==> config.mk <==
export PLATFORM = sky130hd
export DESIGN_NAME = ffca_ram
export DESIGN_NICKNAME = d
export VERILOG_FILES = /design/src/hdl/ffca_ram.sv
export SDC_FILE = /design/constraint.sdc
export NUM_CORES = 1
export LEC_CHECK = 0
export ABC_AREA = 1
export BUFFER_PORTS_ARGS = -buffer_cell sky130_fd_sc_hd__buf_2
export CORE_MARGIN = 1.5
export CORE_UTILIZATION = 48
export DETAILED_ROUTE_END_ITERATION = 10
export PLACE_DENSITY = 0.71
export SYNTH_ARGS = -nofsm -noshare
export SYNTH_HDL_FRONTEND = slang
export SYNTH_SLANG_ARGS = --single-unit
==> constraint.sdc <==
create_clock -name clk_i -period 1.2 [get_ports clk_i]
set_clock_uncertainty 0.15 [all_clocks]
set_input_delay 0.24 -clock clk_i [delete_from_list [all_inputs] [get_ports clk_i]]
set_output_delay 0.24 -clock clk_i [all_outputs]
set_load 0.02 [all_outputs]
==> src/hdl/ffca_ram.sv <==
// ----------------------------------------------------------------------------
// ffca_ram
// Generic single write port, single read port RAM with registered read.
// ----------------------------------------------------------------------------
module ffca_ram #(
  parameter int W = 8,
  parameter int D = 2
) (
  input  logic                 clk_i,
  input  logic                 we_i,
  input  logic [$clog2(D)-1:0] waddr_i,
  input  logic [W-1:0]         wdata_i,
  input  logic [$clog2(D)-1:0] raddr_i,
  output logic [W-1:0]         rdata_o
);

  logic [W-1:0] mem [D];

  always_ff @(posedge clk_i) begin
    if (we_i) begin
      mem[waddr_i] <= wdata_i;
    end
    rdata_o <= mem[raddr_i];
  end

endmodule

* Yosys cells after proc, flatten, opt, wreduce, memory -nomap -nowiden
Memories as Yosys holds them, arrays and structs flattened. A register that Yosys moved wholly into a read port is not among the register bits.
Cells that the tools add are included.
** Storage, ports and cells
- Bits in registers :: 0
- Bits in writable memories :: 16
- Bits of input ports :: 12
- Output and inout bits :: 8
- Memories :: 1
** Memory list
- mem :: depth 2, bits a word 8, read ports 1, clocked after Yosys merged registers in 1, wr ports 1, line 17 : logic [W-1:0] mem [D];
** Cells by class
- Multiplexer cells :: 2
** Operators by type and width (number)
- $mux 1 :: 2

* Depth between registers and ports, before layout
Gate-level depths: netlist of the first run.
- Word-level depth :: 2
- Depth in mapped cells :: 4
- Mapped depth without buffers :: 3

* Least setup slack after synthesis of the first run
No wires, ideal clock.
- Kind :: in2reg
- Start :: in we_i
- End :: mem mem[0][0], enable pin
- Library setup time :: 0.371 ns
- Data arrival time :: 0.629 ns
- Path slack :: 0.050 ns
- Stages on the path :: 2
- Path through :: inv_1 -> nor2_1
** Between the ends
- Word-level cells in the longest chain between the ends :: 2
** Ends and longest elaborated chain
- start: declaration :: line 10 : input logic we_i,
- $mux 1 :: line 20 : if (we_i) begin
- $mux 1 (not written as such) :: line 21 : mem[waddr_i] <= wdata_i;
- end: declaration :: line 17
Every way passes these cells.

* Worst setup path after layout of the first run
- Start :: reg rdata_o[7], read port of mem
- End :: out rdata_o[7]
** RTL lines
- start: declaration :: line 14 : output logic [W-1:0] rdata_o
No word-level cell between the ends.

==> out/results.tsv, run 1 <==
metric	value	unit
gp_congestion	0.654	
n_antenna_cell	0	
leakage	0.448	nW
p_per_area	1450	nW/um^2
cpLargestDelayFamily	flip-flops	
cp_max_fo	1	
area_delta_synth_final	32.6	%
cts_max_path_buffers	2	
grt_overflow	0	
place_ws	101	ps
ctsRootBufferMaster	clkbuf_4	
synth.distinct_cells	7	
cp_slowest_cell	dfxtp_1	
ys_seq_elements	24	
end_kind	primary output	
pwr-share-clk	0.236	
first_pass_iters	3	
post_cts_buffers	0	
grt_pass1_vias	413	
synth_nets	66	
rows	14	
seq_area_frac_synth	0.842	
grt_max_degree	14	
ir_worst_vdd	0.805	mV
io_buffers	19	
max_cap_viol_count	0	
r2r_slack	420	ps
drcViolationCount	0	
clock.fmax	858	MHz
crit_type	flop to primary output	
io_pins	20	
vias	449	
rsz0062_at_grt	true	
worstPathArrival	780	ps
core	1490	um^2
fillers	121	
routed_wl	1070	um
syn_area	761	um^2
setup_violations	0	
ff_latch_area	643	um^2
antenna_found_initial	0	
path_clk_slew	120	ps
hold_path.class	input pin to flop	
hpwl	701	um
cts_inserted_buffers	3	
tightestPinTransition	300	ps
hold_viol_final	0	
cts-htree-levels	1	
fin_setup_tns	0	ps
finalCritPeriodShare	0.972	
layout.nets	98	
synth_area_per_cell	14.1	um^2
drive_gt1_frac	0.306	
die_area	1830	um^2
final_area	1010	um^2
start_util	0.511	
wl_per_cell	10.6	um
start_kind	flop	
synth_cells	54	
p_int	1.14	mW
via_per_inst	4.45	
multi_input_area	97.6	um^2
dieHeight	42.8	um
ant_nets	0	
worstPathRequired	810	ps
placed_area	872	um^2
crit_path_max_incr_delay	320	ps
swShare	0.219	
cts_tree	done	
critPathBufInv	1	
setup_ws	34.0	ps
period_minus_slack	1170	ps
maxSlewViolCount	0	
die_x	42.8	um
track_usage	0.137	
drt_iter0_markers	5	
status	complete, no violations	
ys_warn_count	0	
p_switching	0.320	mW
pwr-share-seq	0.657	
slew_headroom	0.800	
grt_pass1_wl	1640	um
numClockSinks	24	
insertion_delay	310	ps
power_frac_comb	0.107	
crit_chain	buf_4	
## final timing paths
kind / startpoint / to / cells past startpoint
max: rdata_o[7]$_DFF_P_ / rdata_o[7] / 1
min: raddr_i / rdata_o[7]$_DFF_P_ / 3
max reg2reg: mem[1][0]$_DFFE_PP_ / rdata_o[0]$_DFF_P_ / 2
min reg2reg: mem[0][1]$_DFFE_PP_ / rdata_o[1]$_DFF_P_ / 2
## timing repair
action,4_1_cts,5_1_grt
endpoints found under the setup margin,1,8
hold buffers,8,0
hold endpoints to repair,16,0
resized for setup,1,11
## tightest hold or removal path, cell delays in order
cell and delay [ps]:
buf_2 150, nand2_1 70, nand2_1 40
## area by class of cell
class,count,share of cell area
clock buffer,3,0.0223
clock inverter,1,0.00372
inverter,3,0.0112
multi-input combinational,26,0.0968
sequential,24,0.638
tap,16,0.0199
timing repair buffer,28,0.208
## power groups by stage
stage	registers, mW	logic, mW	clock network [mW]
floorplan	1.01	0.0382	0
global placement	0.975	0.119	0
detailed placement	0.978	0.122	0
CTS	0.959	0.143	0.353
global route	0.968	0.171	0.387
finish	0.962	0.157	0.345
## cells by family after synthesis
family                 synth area share
AND/OR/NAND/NOR                   0.128
flip-flops                        0.842
buffers and inverters            0.0296
## layer usage
| metal | global-route usage | share of wire |
|---|---|---|
| met5 | 0 | 0 |
| met1 | 0.120 | 0.39 |
| met2 | 0.252 | 0.53 |
| met3 | 0.0468 | 0.060 |
| met4 | 0.0938 | 0.025 |
## cells in the mapped netlist (all sizes together)
master | count | area share
buf | 1 | 0.015
dfxtp | 8 | 0.21
edfxtp | 16 | 0.63
inv | 3 | 0.015
nand2 | 25 | 0.12
nor2 | 1 | 0.0049
## sequential cells by signal (all words and copies together), names as in the netlist
register	flops
mem	16
rdata_o	8
## per-stage QoR
| step | power [mW] | util | hold WS (ps) | instances |
|---|---|---|---|---|
| 5_1_grt | 1.53 | 0.677 | 71.7 | 101 |
| 3_5_place_dp | 1.10 | 0.586 | 273 | 89 |
| 6_report | 1.46 | 0.677 | 69.5 | 101 |
| 2_1_floorplan | 1.05 | - | 189 | 54 |
| 3_3_place_gp | 1.09 | 0.586 | 265 | 89 |
| 4_1_cts | 1.46 | 0.659 | 70.6 | 101 |
## layout by cell type (no fill, tap or decap), drive strengths merged
cell and n:
dlygate4sd3 8, nor2 1, dfxtp 8, edfxtp 16
clkbuf 3, buf 20, nand2 25, inv 3
clkinv 1
Power figures use the tool's default switching activity.
==> run 2, diff against run 1 <==
--- a/config.mk
+++ b/config.mk
@@ -7,10 +7,11 @@
 export LEC_CHECK = 0
 export ABC_AREA = 1
 export BUFFER_PORTS_ARGS = -buffer_cell sky130_fd_sc_hd__buf_2
-export CORE_MARGIN = 1.5
+export CORE_MARGIN = 8
 export CORE_UTILIZATION = 48
 export DETAILED_ROUTE_END_ITERATION = 10
 export PLACE_DENSITY = 0.71
+export SETUP_SLACK_MARGIN = 0.5
 export SYNTH_ARGS = -nofsm -noshare
 export SYNTH_HDL_FRONTEND = slang
 export SYNTH_SLANG_ARGS = --single-unit
==> out/results.tsv, run 2 (synthesis results as in run 1) <==
metric	value	unit	change
status	finished with violations		
failed_checks	hold timing		
worstPathRequired	810	ps	about the same
drcViolationCount	0		unchanged
hold-path-cell-count	1		-2
hold_viol_final	16		+16
n_antenna_cell	0		unchanged
fin_cells	93		-7.9%
dpl.cell_count	89		unchanged
io_buffers	19		unchanged
cts_max_path_buffers	2		unchanged
rr_worst_depth	2		unchanged
via_per_inst	4.67		+5.0%
dieHeight	55.8	um	+30%
hold_path.class	input pin to flop		
grt_use_met3	0.0342		-0.0126
grt_max_degree	13		-1
cts_inserted_buffers	3		unchanged
crit_path_max_incr_delay	360	ps	+40 ps
end_kind	primary output		
finalCritPeriodShare	0.973		about the same
first_pass_iters	3		unchanged
grt_pass1_vias	462		+12%
drive_gt1_frac	0.481		+0.175
routed_wl	1120	um	+4.3%
grt_overflow	0		unchanged
path_clk_slew	110	ps	about the same
insertion_delay	290	ps	-20 ps
grtUsageMet1	0.0662		-0.0533
leakage	0.440	nW	-1.9%
rows	14		unchanged
start_kind	flop		
r2r_slack	440	ps	+20 ps
rr_startpoint	mem[0][7]$_DFFE_PP_		
grt_pass1_wl	1870	um	+14%
antenna_found_initial	0		unchanged
holdWs	-28.5	ps	-98.0 ps
cts_tree	done		
regMostFlops	mem		
grt.busiest_layer	met2		
place_ws	69.0	ps	-31.6 ps
fin_setup_tns	0	ps	unchanged
cts-htree-levels	1		unchanged
crit_type	flop to primary output		
die_area	3110	um^2	+70%
layout_commonest_cell	nand2_1		
track_usage	0.0777		-0.0589
drt_iter0_markers	8		+3
numClockSinks	24		unchanged
p_per_area	1390	nW/um^2	-4.3%
io_pins	20		unchanged
setup_violations	0		unchanged
ir_worst_vdd	0.936	mV	+16%
wl_per_cell	12.0	um	+13%
max_cap_viol_count	0		unchanged
met2_usage	0.128		-0.123
ctsRootBufferMaster	clkbuf_4		
rsz0062_at_grt	true		
worstPathArrival	780	ps	about the same
largest_register_ffs	16		unchanged
r2r-end	rdata_o[7]$_DFF_P_		
cpLargestDelayFamily	flip-flops		
ant_nets	0		unchanged
die_x	55.8	um	+30%
cp_max_fo	1		unchanged
core	1490	um^2	unchanged
maxSlewViolCount	0		unchanged
area_delta_synth_final	38.0	%	
setup_ws	33.0	ps	-1.04 ps
final_cell_mix	nand2_1, edfxtp_1, buf_2, buf_6, dfxtp_4		
critPathBufInv	1		unchanged
start_util	0.511		unchanged
tightestPinTransition	245	ps	-55.9 ps
min_from	wdata_i[7]		
hold_end	mem[1][7]$_DFFE_PP_		
gp_congestion	0.668		+2.1%
period_minus_slack	1170	ps	+1.04 ps
layout.nets	91		-7.1%
slew_headroom	0.837		+0.0371
largestRegisters	mem (16), rdata_o (8)		
p_total	1.46	mW	-0.33%
clock.fmax	857	MHz	about the same
vias	434		-3.3%
cp_slowest_cell	dfxtp_4		
crit_chain	buf_6		
[run 2: cell types whose count changed in the layout (fill, tap and decap cells not counted), moves of 6 or more]
cell | previous run | this run
buf_6 | 2 | 9
dfxtp_1 | 6 | 0
dlygate4sd3_1 | 8 | 0
buf_4 | 7 | 1
dfxtp_4 | 0 | 8
[run 2: worst max path at each step]
stage                  startpoint                  end  slack [ps]  cells past startpoint
3_3_place_gp                 we_i  mem[0][3]$_DFFE_PP_         100                      3
3_5_place_dp                 we_i  mem[0][3]$_DFFE_PP_          70                      3
2_1_floorplan                we_i  mem[0][0]$_DFFE_PP_         300                      2
5_1_grt        rdata_o[7]$_DFF_P_           rdata_o[7]           2                      1
4_1_cts        rdata_o[7]$_DFF_P_           rdata_o[7]          30                      1
6_report       rdata_o[4]$_DFF_P_           rdata_o[4]          30                      1
[run 2: cell type report]
cell class              count  area [um^2]
clock buffers               3         22.5
fillers                   107          439
inverters                   3         31.3
multi-input cells          26          121
flip-flops and latches     24          671
well taps                  16         20.0
repair buffers             21          184
[run 2: metal layers]
metal,vias up,routed length [um]
met2,15,554
li1,221,-
met4,0,43
met3,5,68
met5,-,0
met1,193,450
[run 2: through the flow]
stage,hold WS (ps),util,instance area [um^2]
global placement,269,0.635,946
global route,-47.2,0.705,1050
floorplan,189,-,843
detailed placement,272,0.635,946
CTS,-33.2,0.705,1050
finish,-28.5,0.705,1050
[run 2: where the power goes]
part           total (mW)  switching, mW  leakage [nW]  internal, mW
registers           0.963         0.0180         0.221         0.945
logic               0.178         0.0916         0.205        0.0868
clock network       0.319          0.202        0.0138         0.117
total                1.46          0.312         0.440          1.15
[run 2: repair_timing]
action	CTS	global route
endpoints found under the hold margin	16	16
buffers inserted	1	0
endpoints found under the setup margin	32	24
gates resized for setup	23	0
pin swaps	14	1
==> run 3, diff against run 2 <==
--- a/config.mk
+++ b/config.mk
@@ -7,11 +7,11 @@
 export LEC_CHECK = 0
 export ABC_AREA = 1
 export BUFFER_PORTS_ARGS = -buffer_cell sky130_fd_sc_hd__buf_2
-export CORE_MARGIN = 8
 export CORE_UTILIZATION = 48
 export DETAILED_ROUTE_END_ITERATION = 10
 export PLACE_DENSITY = 0.71
 export SETUP_SLACK_MARGIN = 0.5
+export SKIP_CTS_REPAIR_TIMING = 1
 export SYNTH_ARGS = -nofsm -noshare
 export SYNTH_HDL_FRONTEND = slang
 export SYNTH_SLANG_ARGS = --single-unit
==> out/results.tsv, run 3 (synthesis results as in run 1) <==
metric	value	unit	change
status	finished with violations		
failed_checks	hold timing		
critPathBufInv	1		unchanged
final_cell_mix	nand2_1, edfxtp_1, buf_6		
hold_viol_final	16		unchanged
rows	14		unchanged
power_frac_comb	0.117		-0.005
p_total	1.47	mW	+0.90%
p_per_area	1410	nW/um^2	+1.6%
io_pins	20		unchanged
maxSlewViolCount	0		unchanged
ant_nets	0		unchanged
grt_overflow	0		unchanged
rr_worst_depth	2		unchanged
cp_max_fo	1		unchanged
period_minus_slack	1170	ps	+6.91 ps
regMostFlops	mem		
ctsRootBufferMaster	clkbuf_4		
start_kind	flop		
p_switching	0.324	mW	+3.9%
slew_headroom	0.832		-0.00411
worstPathRequired	810	ps	about the same
die_area	1750	um^2	-44%
crit_chain	buf_6		
routed_wl	969	um	-13%
final_area	1040	um^2	-0.72%
max_cap_viol_count	0		unchanged
crit_path_max_incr_delay	360	ps	about the same
layout.nets	90		-1.1%
min_from	wdata_i[5]		
cpLargestDelayFamily	flip-flops		
end_kind	primary output		
die_x	41.8	um	-25%
largest_register_ffs	16		unchanged
placed_area	946	um^2	unchanged
cts_inserted_buffers	3		unchanged
p_int	1.15	mW	about the same
drt_iter0_markers	7		-1
grt_pass1_vias	373		-19%
grt_max_degree	14		+1
cts-htree-levels	1		unchanged
finalCritPeriodShare	0.978		+0.00576
cts_max_path_buffers	2		unchanged
path_clk_slew	120	ps	about the same
gp_congestion	0.668		about the same
insertion_delay	300	ps	about the same
setup_violations	0		unchanged
crit_cells	1		unchanged
first_pass_iters	4		+1
via_per_inst	4.80		+2.8%
pwr-share-seq	0.654		-0.005
cp_slowest_cell	dfxtp_4		
grt_pass1_wl	1610	um	-14%
r2r-end	rdata_o[1]$_DFF_P_		
leakage	0.435	nW	-1.0%
pwr-share-clk	0.230		+0.012
cts_tree	done		
area_delta_synth_final	37.0	%	
setup_ws	26.1	ps	-6.91 ps
dpl.cell_count	89		unchanged
holdWs	-36.2	ps	-7.77 ps
fin_cells	93		unchanged
wl_per_cell	10.4	um	-13%
largestRegisters	mem (16), rdata_o (8)		
place_ws	56.3	ps	-12.7 ps
track_usage	0.131		+0.0535
fin_setup_tns	0	ps	unchanged
rr_startpoint	mem[1][1]$_DFFE_PP_		
cp-startpoint	rdata_o[1]$_DFF_P_		
start_util	0.511		unchanged
drcViolationCount	0		unchanged
hold_path.class	input pin to flop		
core	1490	um^2	unchanged
worstPathArrival	780	ps	about the same
ir_worst_vdd	0.926	mV	-1.0%
clock.fmax	852	MHz	-0.59%
numClockSinks	24		unchanged
vias	446		+2.8%
antenna_found_initial	0		unchanged
swShare	0.220		+0.00644
rsz0062_at_grt	true		
tightestPinTransition	251	ps	+6.15 ps
r2r_slack	440	ps	about the same
layout_commonest_cell	nand2_1		
post-route-util	0.700		-0.00504
drive_gt1_frac	0.468		-0.0130
hpwl	709	um	
n_antenna_cell	0		unchanged
crit_type	flop to primary output		
dieHeight	41.8	um	-25%
io_buffers	19		unchanged
setup.worst_path.end	rdata_o[1]		
## run 3: changes by cell type in the layout (fill, tap and decap cells not counted), sizes merged
cell | previous run | this run
clkinv | 0 | 1
buf | 21 | 20
## run 3: metal layers
| layer | GRT usage | wire length [um] |
|---|---|---|
| met4 | 0.0774 | 0 |
| met5 | 0 | 0 |
| met3 | 0.0304 | 48 |
| met1 | 0.157 | 412 |
| met2 | 0.216 | 508 |
## run 3: how the worst min path moves through the flow
stage	end	slack, ps	depth (start not counted)
finish	mem[0][5]$_DFFE_PP_	-40	1
detailed placement	rdata_o[6]$_DFF_P_	280	2
global route	mem[0][0]$_DFFE_PP_	-50	1
floorplan	mem[0][0]$_DFFE_PP_	190	0
CTS	mem[1][5]$_DFFE_PP_	-40	1
global placement	rdata_o[6]$_DFF_P_	260	2
## run 3: power by group through the flow
stage	Clock (mW)	Sequential, mW	Combinational [mW]
CTS	0.348	0.958	0.140
global placement	0	0.975	0.138
detailed placement	0	0.977	0.140
global route	0.381	0.969	0.186
finish	0.338	0.963	0.172
floorplan	0	1.01	0.0530
## run 3: final cells by class
class / instances / area (um^2)
Inverter: 3 / 31.3
Tap cell: 16 / 20.0
Multi-Input combinational cell: 26 / 121
Clock inverter: 1 / 3.75
Sequential cell: 24 / 671
Timing Repair Buffer: 20 / 173
Clock buffer: 3 / 22.5
Fill cell: 115 / 447
## run 3: worst reg2reg max path: cells and delay by family, from the launching register on
kind             cells  cell delay, ps
and+or+nand+nor      2             140
DFF                  1             390
