==> config.mk <==
export PLATFORM = sky130hd
export DESIGN_NAME = ffca_alu
export DESIGN_NICKNAME = d
export VERILOG_FILES = /design/src/hdl/ffca_pkg.sv /design/src/hdl/ffca_alu.sv
export SDC_FILE = /design/constraint.sdc
export NUM_CORES = 1
export LEC_CHECK = 0
export ABC_AREA = 1
export BUFFER_PORTS_ARGS = -buffer_cell sky130_fd_sc_hd__buf_4
export CAP_MARGIN = 20
export CORE_MARGIN = 4
export CORE_UTILIZATION = 57
export DETAILED_ROUTE_END_ITERATION = 8
export PLACE_DENSITY = 0.91
export SLEW_MARGIN = 20
export SYNTH_ARGS = -nofsm -noshare
export SYNTH_HDL_FRONTEND = slang
export SYNTH_SLANG_ARGS = --single-unit
==> constraint.sdc <==
create_clock -name vclk -period 6
set_clock_uncertainty 0.05 [all_clocks]
set_input_delay 0.6 -clock vclk [all_inputs]
set_output_delay 0.6 -clock vclk [all_outputs]
set_load 0.02 [all_outputs]
==> src/hdl/ffca_pkg.sv <==
// ----------------------------------------------------------------------------
// ffca_pkg
// Shared types and constants of the first-fit coalescing pool allocator.
// ----------------------------------------------------------------------------
package ffca_pkg;

  localparam int MAX_BLOCKS_DEF = 64;
  localparam int ADDR_W         = 32;
  localparam int SIZE_W         = 32;
  localparam int LEN_W          = 33;
  localparam int ALU_W          = 35;
  localparam int AMASK_W        = 15;
  localparam int ALIGN_W        = 4;
  localparam int CFG_IDX_W      = 2;

  localparam logic [CFG_IDX_W-1:0] REG_POOL_BASE  = 2'd0;
  localparam logic [CFG_IDX_W-1:0] REG_POOL_SIZE  = 2'd1;
  localparam logic [CFG_IDX_W-1:0] REG_ALIGN_LOG2 = 2'd2;

  localparam logic [ALIGN_W-1:0] ALIGN_RESET = 4'd8;
  localparam logic [LEN_W-1:0]   POOL_RESET  = 33'd1048576;

  typedef enum logic [1:0] {
    KIND_ALLOC = 2'd0,
    KIND_FREE  = 2'd1,
    KIND_QUERY = 2'd2,
    KIND_RSVD  = 2'd3
  } kind_e;

  typedef enum logic [2:0] {
    ST_OK      = 3'd0,
    ST_ZERO    = 3'd1,
    ST_NOFIT   = 3'd2,
    ST_UNKNOWN = 3'd3,
    ST_FULL    = 3'd4
  } status_e;

  typedef enum logic [4:0] {
    S_IDLE, S_ROUND, S_OFFS,
    S_A_RD, S_A_CHK, S_A_USED, S_A_END, S_A_SPLIT, S_A_TOT, S_A_PEAK, S_A_RADDR,
    S_R_RD, S_R_WR,
    S_U_RD, S_U_CHK,
    S_F_ROUND, S_P_RD, S_P_CHK, S_F_MPREV, S_F_MNEXT, S_F_DEC, S_F_UMOV, S_F_ALLOC,
    S_F_M1, S_F_M2, S_I_RD, S_I_WR,
    S_OUT
  } state_e;

  typedef struct packed {
    logic [ADDR_W-1:0] off;
    logic [LEN_W-1:0]  len;
  } free_ent_t;

  typedef struct packed {
    logic [ADDR_W-1:0] off;
    logic [SIZE_W-1:0] len;
  } used_ent_t;

  typedef struct packed {
    logic [ALU_W-1:0] a;
    logic [ALU_W-1:0] b;
    logic             sub;
  } alu_req_t;

endpackage

==> src/hdl/ffca_alu.sv <==
// ----------------------------------------------------------------------------
// ffca_alu
// Shared add/subtract unit; subtract reports a borrow for compares.
// ----------------------------------------------------------------------------
module ffca_alu (
  input  ffca_pkg::alu_req_t           req_i,
  output logic [ffca_pkg::ALU_W-1:0]   res_o,
  output logic                         borrow_o
);

  logic [ffca_pkg::ALU_W:0] sum;

  assign sum = {1'b0, req_i.a} + {1'b0, (req_i.sub ? ~req_i.b : req_i.b)}
             + {{ffca_pkg::ALU_W{1'b0}}, req_i.sub};
  assign res_o    = sum[ffca_pkg::ALU_W-1:0];
  assign borrow_o = req_i.sub & ~sum[ffca_pkg::ALU_W];

endmodule

# Word level (Yosys, flattened, before mapping)

Cells that the tools add are included.

Output and inout port bits: 36
Input port bits: 71
Register bits: 0
Bits in writable memories: 0
Word-level logic and storage cells: 6
Bits in latches: 0
Memory bits (read-only): 0
Memories: 0

Bitwise operators: 3
Reductions and logical operators: 0
Mux-type cells: 1
Shift operators: 0
Div/mod/pow operators: 0
Equality and inequality tests: 0
Order comparisons: 0
Add/subtract/negate cells: 2
Multipliers: 0

Operators with widths:

| kind           | count |
|---|---|
| $add 35x35->36 | 1 |
| $add 36x1->36  | 1 |
| $mux 35        | 1 |
| $not 35->35    | 1 |
| $and 1x1->1    | 1 |
| $not 1->1      | 1 |

# Logic depth before layout (Yosys ltp)

Gate-level depths: netlist of the first run.

Depth after elaboration: 6
Gate-level depth with buffers: 16
Gate-level depth less buffers: 14

# Worst setup path after synthesis of the first run

No wires, ideal clock.

Path kind: input port to output port
Start: input req_i[0] (netlist name)
End: output borrow_o
Data required time: 5.350 ns
Data arrival time: 2.438 ns
Stages: 11
Slack: 2.912 ns
Buffers on the path: 2
Path through: buf_6 -> buf_2 -> xor2_1 -> ha_1 -> a21oi_1 -> o21bai_1 -> nand2_1 -> nand3_2 -> nand2_1 -> nand2_1 -> a21oi_1

Cells in the longest elaborated chain, start to end: 5

RTL lines:

| what            | RTL line       | source |
|---|---|---|
| start, declared | ffca_alu.sv:6  | `input ffca_pkg::alu_req_t req_i,` |
| $mux 35         | ffca_alu.sv:13 | `assign sum = {1'b0, req_i.a} + {1'b0, (req_i.sub ? ~req_i.b : req_i.b)}` |
| $add 35x35->36  | ffca_alu.sv:13 |  |
| $add 36x1->36   | ffca_alu.sv:14 | `+ {{ffca_pkg::ALU_W{1'b0}}, req_i.sub};` |
| $not 1->1       | ffca_alu.sv:16 | `assign borrow_o = req_i.sub & ~sum[ffca_pkg::ALU_W];` |
| $and 1x1->1 *   | ffca_alu.sv:16 |  |
| end, declared   | ffca_alu.sv:8  | `output logic borrow_o` |

Mark *: on every way between the ends. The rest lies on a longest branch, timed or not.

# Final worst setup path of the first run

Start: input req_i[0] (netlist name)
End: output res_o[32] (netlist name)

Cells in the longest elaborated chain, start to end: 3

RTL lines:

| what            | RTL line       | source |
|---|---|---|
| $mux 35         | ffca_alu.sv:13 |  |
| $add 35x35->36  | ffca_alu.sv:13 |  |
| $add 36x1->36 * | ffca_alu.sv:14 |  |
| end, declared   | ffca_alu.sv:7  | `output logic [ffca_pkg::ALU_W-1:0] res_o,` |

Marked as above.

==> results of run 1 <==
-- Yosys cell counts, drive strengths merged --
library cell | n | area [µm²]
nand4 | 2 | 12.5
o21ai | 16 | 80.1
fa | 1 | 20.0
o211ai | 1 | 7.51
nor4 | 1 | 6.26
nand2 | 195 | 747
a21oi | 36 | 180
a211oi | 1 | 7.51
nor3 | 10 | 50.1
buf | 4 | 26.3
and2 | 2 | 12.5
inv | 92 | 345
nor2 | 52 | 200
o21bai | 5 | 37.5
ha | 34 | 425
nand3 | 27 | 150
xor2 | 53 | 464
-- layer usage --
| layer | track usage [%] | vias up |
|---|---|---|
| met5 | 0 | - |
| li1 | - | 1862 |
| met4 | 3.20 | 0 |
| met1 | 42.6 | 1660 |
| met2 | 50.9 | 188 |
| met3 | 2.09 | 12 |
-- path summary, 6_finish.rpt --
check	from	end	slack, ns	cells after the start
max	req_i[0]	res_o[32]	2.49	14
min	req_i[36]	res_o[0]	1.45	3
-- power groups by stage --
stage / clock network (W) / logic (W) / registers, W
after floorplan: 0 / 0.000402 / 0
after global placement: 0 / 0.000623 / 0
after detailed placement: 0 / 0.000634 / 0
after CTS: 0 / 0.000636 / 0
after global routing: 0 / 0.000703 / 0
final: 0 / 0.000645 / 0
-- cell type report --
type / instances / area (µm²) / area share, %
multi-input combinational: 436 / 2400 / 66.1
timing repair buffer: 107 / 803 / 22.1
inverter: 92 / 345 / 9.50
tap: 67 / 83.8 / 2.31
-- cells by family (layout without fill, tap and decap cells) --
family | Yosys count | count (layout) | synth area share (%)
buffers and inverters | 96 | 199 | 13.4
adder cells (fa/ha/maj) | 35 | 35 | 16.1
AO/OA/AOI/OAI | 59 | 59 | 11.3
XOR/XNOR | 53 | 53 | 16.7
AND/OR/NAND/NOR | 289 | 289 | 42.5
-- metrics by stage --
step | worst slack (ns) | power, W | utilization (%) | cell area, µm² | hold slack [ns]
3_3_place_gp | 2.60 | 0.000623 | 76.9 | 3630 | 1.44
4_1_cts | 2.52 | 0.000636 | 76.9 | 3630 | 1.45
2_1_floorplan | 2.91 | 0.000402 | - | 2770 | 1.27
3_5_place_dp | 2.53 | 0.000634 | 76.9 | 3630 | 1.45
5_1_grt | 2.16 | 0.000703 | 76.9 | 3630 | 1.47
6_report | 2.49 | 0.000645 | 76.9 | 3630 | 1.45
==> key figures, run 1 <==
Outcome
  • Outcome: complete, no violations

STA
  • Period utilisation layout: 58.5%
  • Fin crit period: 3.51 ns
  • RSZ-0062 raised after global routing: false
  • F_max: 285 MHz
  • Fin. Hold Viols: 0
  • Setup TNS Final: 0 ns
  • Worst rel slew slack: 61.9%
  • Final Max Slew Viols: 0
  • Least-Margin Pin Slew: 0.571 ns
  • Final setup vio count: 0

Power
  • Sequential Power Share: 0%
  • Switch share: 61.2%
  • Power density over the cells: 177 nW/µm²
  • Static leakage: 2.22 nW
  • NetSw: 0.000395 W
  • Cell internal pwr: 0.000250 W
  • Maximum VDD drop: 0.100 mV
  • Clock share of power: 0%
  • Comb pwr share: 100.0%

GRT
  • Largest net degree at the start of global routing: 37
  • GRT Util Overall: 30.0%
  • First-pass GRT wire length: 15.2 mm
  • Initial antenna violation count: 0
  • Vias in the first global route: 3,385
  • GR Overflow Total: 0

Floorplan
  • Die Wd: 77.7 µm
  • Row count: 25
  • CORE AREA: 4720 µm²
  • Die height: 77.7 µm
  • Initial core utilization: 58.7%
  • I/O pins: 107
  • Die ar.: 6040 µm²

Placement
  • DPL Wire Length: 8.13 mm
  • Placed Cells: 702
  • RD Place Congestion: 0.993
  • # port buffers: 107

Routing
  • First-pass DRT Iterations: 5
  • Vias per cell: 5.30
  • Routed length on met3: 802 µm
  • Top Layer Used: met4
  • WL met1: 4.15 mm
  • Via count: 3,722
  • Final WL: 9.39 mm
  • DRC: 0
  • Antenna Nets Post-Route: 0
  • Initial drt markers: 340
  • Wire length per cell: 13.4 µm
  • Routed length on met2: 4.35 mm

Synth
  • Count of cell types in the netlist: 21
  • Mapped Area: 2770 µm²
  • Synth Warn #: 0
  • Syn avg cell area: 5.21 µm²
  • Seq/Total Area, Yosys: 0%
  • Syn Nets: 638
  • Gate Count Post-Synth: 532

Final layout
  • Layout overhead on the synthesized area: 31.0%
  • Antenna diodes: 0
  • # fillers: 420
  • # clk buffers: 0
  • Post-Layout Cell Count: 702
  • Most common cell after layout, fill and taps aside: nand2_1
  • Final Net Count: 743
  • Layout cells sized above 1: 18.6%
  • Reg area: 0 µm²
  • Commonest non-fill, non-tap cells in the layout: 189 x nand2_1, 107 x buf_4, 92 x inv_1
  • Seq_cells: 0

CTS
  • CTS hold repair buffers: 0
  • Post-CTS Resized: 0
  • Post-CTS setup buffer count: 0

Setup path
  • Crit-path cells: buf_4 > xor2_1 > fa_1 > nand3_1 > nand3_1 > nand2_1 > nand2_1 > nand2_1 > nand2_1 > nand2_1 > nand2_1 > nand2_1 > nand2_1 > buf_4
  • Kind of critical path: primary input to output pin
  • Crit. End Element: output pin
  • CP delay by family, top: simple AND/OR/NAND/NOR gates
  • Worst path bufs/invs: 2
  • Slowest stage delay, CP: 0.50 ns
  • Slowest cell on the critical path: fa_1
  • WP data arrival: 2.86 ns
  • Startpoint Class: primary input
  • Crit Path Max Fanout: 36
  • Most repeated library cell on the critical path: nand2_1
  • Worst EP required: 5.35 ns

Job
  • Max-cap viol count: 0

Worst hold path
  • HP Class: primary input to output pin
Note: power is estimated with default switching activity, not from simulation.
==> inputs of run 2 (changes only) <==
- ABC_AREA: 1 -> 0
- CORE_UTILIZATION: 57 -> 50
- PLACE_DENSITY: 0.91 -> 0.85
- clock period: 6 -> 3.5 ns (I/O delays scaled with it)
==> run 2 against run 1 <==
Synthesized area shrank 15%. Combinational power grew 78%. Non-clock buffer count up 11. Critical endpoint unchanged.
==> key figures, run 2 <==
Outcome
  • Outcome: complete, no violations

GRT
  • Largest net degree at the start of global routing: 15 (-59%)
  • First-pass GRT wire length: 11.6 mm (-24%)
  • GRT Util Overall: 22.5% (-7.5 points)
  • Vias in the first global route: 2,682 (-21%)
  • Initial antenna violation count: 0 (unchanged)
  • GR Overflow Total: 0 (unchanged)

Final layout
  • Commonest non-fill, non-tap cells in the layout: 116 x buf_4, 48 x xor2_1, 42 x a21oi_1
  • Reg area: 0 µm² (unchanged)
  • Post-Route Utilization: 74.2% (-2.8 points)
  • # clk buffers: 0 (unchanged)
  • Most common cell after layout, fill and taps aside: buf_4
  • Final Net Count: 542 (-27%)
  • Layout overhead on the synthesized area: 40.4%
  • Seq_cells: 0 (unchanged)
  • Layout cells sized above 1: 31.8% (+13 points)
  • Antenna diodes: 0 (unchanged)

Routing
  • Via count: 2,828 (-24%)
  • Antenna Nets Post-Route: 0 (unchanged)
  • First-pass DRT Iterations: 4 (-1)
  • Wire length per cell: 14.9 µm (+12%)
  • Vias per cell: 5.82 (+9.7%)
  • DRC: 0 (unchanged)
  • Initial drt markers: 165 (-51%)
  • Final WL: 7.26 mm (-23%)

Synth
  • Synth top area cells: ha_1 18%, xor2_1 18%, a21oi_1 9.6%
  • Most numerous cell in the Yosys netlist: xor2_1
  • Synth Warn #: 0 (unchanged)
  • Syn Nets: 438 (-31%)
  • Gate Count Post-Synth: 332 (-38%)
  • Count of cell types in the netlist: 57 (+170%)
  • Syn avg cell area: 7.07 µm² (+36%)
  • Synth top area share: 18.1% (-7.5 points)
  • Synth top cells by count: 48 x xor2_1, 45 x a21oi_1, 34 x ha_1, 32 x nand2_1, 22 x nor2_1
  • Cell taking the most area after synthesis: ha_1
  • Mapped Area: 2350 µm² (-15%)
  • Seq/Total Area, Yosys: 0% (unchanged)

Setup path
  • Slowest cell on the critical path: o41ai_4
  • Crit. End Element: output pin
  • Crit Path Max Fanout: 4 (-89%)
  • Worst path bufs/invs: 3 (+1)
  • Crit-path cells: buf_4 > mux2i_4 > inv_1 > fa_2 > a21oi_2 > o211ai_2 > a221oi_4 > a2111oi_4 > o41ai_4 > nor4b_2 > a211o_1 > buf_4
  • Kind of critical path: primary input to output pin
  • Slowest stage delay, CP: 0.46 ns (-0.04 ns)
  • WP data arrival: 3.03 ns (+0.17 ns)
  • Startpoint Class: primary input
  • CP delay by family, top: compound AO/OA/AOI/OAI gates
  • Worst EP required: 3.10 ns (-2.25 ns)
  • Most repeated library cell on the critical path: buf_4

Power
  • Maximum VDD drop: 0.224 mV (+120%)
  • Comb pwr share: 100.0% (about the same)
  • Cell internal pwr: 0.000505 W (+100%)
  • Clock share of power: 0% (unchanged)
  • Power density over the cells: 349 nW/µm² (+97%)
  • Static leakage: 1.54 nW (-31%)
  • Sequential Power Share: 0% (unchanged)
  • Switch share: 56.1% (-5.1 points)
  • NetSw: 0.000646 W (+64%)
  • Final Power: 0.00115 W (+79%)

STA
  • Worst rel slew slack: 64.3% (+2.4 points)
  • Final setup vio count: 0 (unchanged)
  • Fin crit period: 3.43 ns
  • Least-Margin Pin Slew: 0.529 ns (-0.0418 ns)
  • Period utilisation layout: 98.0%
  • Final Max Slew Viols: 0 (unchanged)
  • Fin. Hold Viols: 0 (unchanged)
  • F_max: 292 MHz

Job
  • Max-cap viol count: 0 (unchanged)

Placement
  • # port buffers: 107 (unchanged)
  • RD Place Congestion: 0.897 (-9.7%)
  • DPL Wire Length: 6.16 mm (-24%)

Floorplan
  • Row count: 24 (-4.0%)
  • Die height: 76.5 µm (-1.6%)
  • Die Wd: 76.5 µm (-1.6%)
  • CORE AREA: 4440 µm² (-5.9%)
  • Die ar.: 5850 µm² (-3.1%)
  • I/O pins: 107 (unchanged)
  • Initial core utilization: 52.8% (-5.9 points)

CTS
  • CTS hold repair buffers: 0 (unchanged)

Worst hold path
  • HP Class: primary input to output pin
==> run 2: cell count changes after synthesis, moves of 7 or more <==
| cell | before | now |
|---|---|---|
| a21o_1 | 0 | 7 |
| a21oi_1 | 36 | 45 |
| inv_1 | 92 | 4 |
| nand2_1 | 189 | 32 |
| nand3_1 | 24 | 7 |
| nor2_1 | 50 | 22 |
| xnor2_1 | 0 | 18 |
==> run 2: kinds of logic (layout without fill, tap and decap cells) <==
family	Yosys count	after routing	synth area share [%]
AOI/OAI and AO/OA	114	114	32.7
and+or+nand+nor	94	94	19.1
xor gates and xnor gates	66	66	24.6
adders and majority gates	35	35	19.0
buffers and inverters	21	123	3.73
muxes	2	2	0.853
==> run 2: area by class of cell <==
type	count	area (µm²)
fillers	381	1150
multi-input cells	311	2320
well taps	52	65.1
inverters	5	18.8
repair buffers	118	893
==> run 2: per-stage QoR <==
stage | cells | instance area (µm²) | setup TNS, ns | hold WS (ns) | setup WS, ns
2_1_floorplan | 332 | 2350 | 0 | 0.774 | 0.0973
3_3_place_gp | 484 | 3210 | 0 | 0.942 | 0.151
3_5_place_dp | 484 | 3210 | 0 | 0.944 | 0.0432
4_1_cts | 484 | 3210 | 0 | 0.944 | 0.0345
5_1_grt | 486 | 3300 | -0.0405 | 0.976 | -0.0308
6_report | 486 | 3300 | 0 | 0.965 | 0.0695
==> run 2: repair_timing <==
item / 4_1_cts / 5_1_grt
buffers inserted: 0 / 2
gates resized for setup: 0 / 14
endpoints found under the setup margin: 0 / 7
==> run 2: worst paths after layout <==
| kind | startpoint | end | slack, ns | depth (start not counted) |
|---|---|---|---|---|
| worst max-delay path | req_i[1] | res_o[32] | 0.07 | 12 |
| worst min-delay path | req_i[36] | res_o[0] | 0.96 | 3 |
==> run 2: routing by layer <==
metal	vias to the layer above	GRT usage [%]	share of wire [%]
met5	-	0	0
met4	0	1.27	0.74
met3	6	1.54	5.0
met2	93	43.0	51
met1	1306	28.6	44
li1	1423	-	-
==> run 2: power groups by stage <==
stage          clock, W  combinational, W  sequential [W]
4_1_cts               0           0.00112               0
2_1_floorplan         0          0.000722               0
3_5_place_dp          0           0.00112               0
6_report              0           0.00115               0
5_1_grt               0           0.00125               0
3_3_place_gp          0           0.00111               0
==> inputs of run 3 (changes only) <==
- ABC_AREA: 0 -> 1
- CORE_UTILIZATION: 50 -> 53
- PLACE_DENSITY: 0.85 -> 0.86
==> run 3 against run 2 <==
Power shrank 4.2%. Via count increased by 28%. Highest routed layer unchanged. Die area up 10%. First-iteration DRC count increased by 58%. Cell area up 10%. Sequential share of layout area did not move. Worst setup slack gained 0.29 ns. Critical path depth fell by 1. Critical path type unchanged. Global-route usage rose by 6.1 points. Clock-buffer cell count stayed put. Combinational power fell by 4%.
==> key figures, run 3 (synthesized netlist as in run 1, its figures left out) <==
Outcome
  • Outcome: complete, no violations

STA
  • F_max: 318 MHz (+9.2%)
  • Setup TNS Final: 0 ns (unchanged)
  • Period utilisation layout: 89.8% (-8.2 points)
  • Final setup vio count: 0 (unchanged)
  • Fin crit period: 3.14 ns (-0.288 ns)
  • Fin. Hold Viols: 0 (unchanged)
  • Final Max Slew Viols: 0 (unchanged)
  • Least-Margin Pin Slew: 0.585 ns (+0.0556 ns)
  • RSZ-0062 raised after global routing: false
  • Worst rel slew slack: 61.0% (-3.3 points)

Routing
  • Antenna Nets Post-Route: 0 (unchanged)
  • First-pass DRT Iterations: 5 (+1)
  • Wire length per cell: 13.4 µm (-10%)
  • Via count: 3,617 (+28%)
  • Vias per cell: 5.13 (-12%)
  • Initial drt markers: 261 (+58%)
  • Final WL: 9.44 mm (+30%)
  • DRC: 0 (unchanged)

CTS
  • CTS hold repair buffers: 0 (unchanged)
  • Post-CTS Resized: 0 (unchanged)
  • Post-CTS setup buffer count: 0 (unchanged)

Power
  • Maximum VDD drop: 0.199 mV (-11%)
  • Static leakage: 2.22 nW (+44%)
  • Power density over the cells: 303 nW/µm² (-13%)

Final layout
  • # clk buffers: 0 (unchanged)
  • Fin area: 3640 µm² (+10%)
  • Commonest non-fill, non-tap cells in the layout: 189 x nand2_1, 107 x buf_4, 92 x inv_1
  • # fillers: 493 (+29%)
  • Layout cells sized above 1: 18.6% (-13 points)
  • Layout overhead on the synthesized area: 31.2%
  • Antenna diodes: 0 (unchanged)
  • Post-Route Utilization: 71.7% (-2.5 points)
  • Post-Layout Cell Count: 705 (+45%)
  • Multi-input logic area: 2400 µm² (+3.6%)
  • Most common cell after layout, fill and taps aside: nand2_1
  • Reg area: 0 µm² (unchanged)
  • Final Net Count: 743 (+37%)
  • Seq_cells: 0 (unchanged)

Setup path
  • Most repeated library cell on the critical path: nand2_1
  • WP data arrival: 2.74 ns (-0.29 ns)
  • Slowest cell on the critical path: a21oi_1
  • Crit. End Element: output pin
  • Kind of critical path: primary input to output pin
  • Startpoint Class: primary input
  • Crit Path Max Fanout: 36 (+32)
  • Worst EP required: 3.10 ns (about the same)
  • Slowest stage delay, CP: 0.48 ns (+0.02 ns)
  • Critical path launch point: req_i[0]
  • End point of the critical path: borrow_o
  • Crit-path cells: buf_4 > xor2_1 > ha_1 > a21oi_1 > o21bai_1 > nand2_1 > nand3_2 > nand2_1 > nand2_1 > a21oi_1 > buf_4

Placement
  • RD Place Congestion: 1.05 (+17%)
  • DPL Wire Length: 8.30 mm (+35%)
  • Dpl cell area: 3640 µm² (+13%)
  • # port buffers: 107 (unchanged)
  • Placed Cells: 705 (+46%)

Floorplan
  • CORE AREA: 5070 µm² (+14%)
  • I/O pins: 107 (unchanged)
  • Die height: 80.3 µm (+5.0%)
  • Initial core utilization: 54.6% (+1.8 points)
  • Die ar.: 6450 µm² (+10%)
  • Row count: 26 (+8.3%)
  • Die Wd: 80.3 µm (+5.0%)

GRT
  • Vias in the first global route: 3,264 (+22%)
  • GR Overflow Total: 0 (unchanged)
  • Initial antenna violation count: 0 (unchanged)
  • GRT Util Overall: 28.6% (+6.1 points)
  • Largest net degree at the start of global routing: 37 (+22)
  • First-pass GRT wire length: 14.9 mm (+29%)

Job
  • Max-cap viol count: 0 (unchanged)

Worst hold path
  • HP Class: primary input to output pin
[run 3: cell count changes in the layout (fill, tap and decap cells not counted), sizes merged, moves of 8 or more]
cell / before / now
nand2: 32 / 195
inv: 5 / 92
nor2: 23 / 52
nand3: 7 / 27
xnor2: 18 / 0
buf: 118 / 107
a21oi: 46 / 36
a21o: 8 / 0
[run 3: worst min-delay path by stage]
| stage | from | to | slack, ns | depth (start not counted) |
|---|---|---|---|---|
| 2_1_floorplan | req_i[1] | res_o[0] | 0.77 | 1 |
| 6_report | req_i[36] | res_o[0] | 0.95 | 3 |
| 3_5_place_dp | req_i[36] | res_o[0] | 0.95 | 3 |
| 4_1_cts | req_i[36] | res_o[0] | 0.95 | 3 |
| 3_3_place_gp | req_i[36] | res_o[0] | 0.94 | 3 |
| 5_1_grt | req_i[36] | res_o[0] | 0.97 | 3 |
[run 3: stage by stage]
| stage | worst slack, ns | power, W | hold WS, ns |
|---|---|---|---|
| final | 0.358 | 0.00110 | 0.951 |
| after global routing | 0.211 | 0.00120 | 0.965 |
| after CTS | 0.482 | 0.00109 | 0.950 |
| after detailed placement | 0.486 | 0.00109 | 0.950 |
| after global placement | 0.513 | 0.00107 | 0.944 |
| after floorplan | 0.912 | 0.000690 | 0.774 |
[run 3: area by class of cell]
class	instances	area share, %
timing repair buffer	107	22.1
inverter	92	9.49
multi-input combinational	436	66.0
tap	70	2.41
[run 3: worst max-delay path: cells and delay by family]
kind	cells	cell delay, ns
AOI/OAI and AO/OA	3	0.81
xor gates and xnor gates	1	0.22
adders and majority gates	1	0.31
buffers and inverters	2	0.65
and+or+nand+nor	4	0.37
[run 3: where the power goes]
group	total (W)	internal [W]	switching (W)
sequential	0	0	0
clock	0	0	0
combinational	0.00110	0.000428	0.000676
[run 3: routing by layer]
metal / global-route usage [%] / routed length, µm / up-vias
met5: 0 / 0 / -
met4: 4.56 / 136 / 0
met3: 0.336 / 625 / 15
met2: 46.9 / 4330 / 143
met1: 42.3 / 4350 / 1593
li1: - / - / 1866
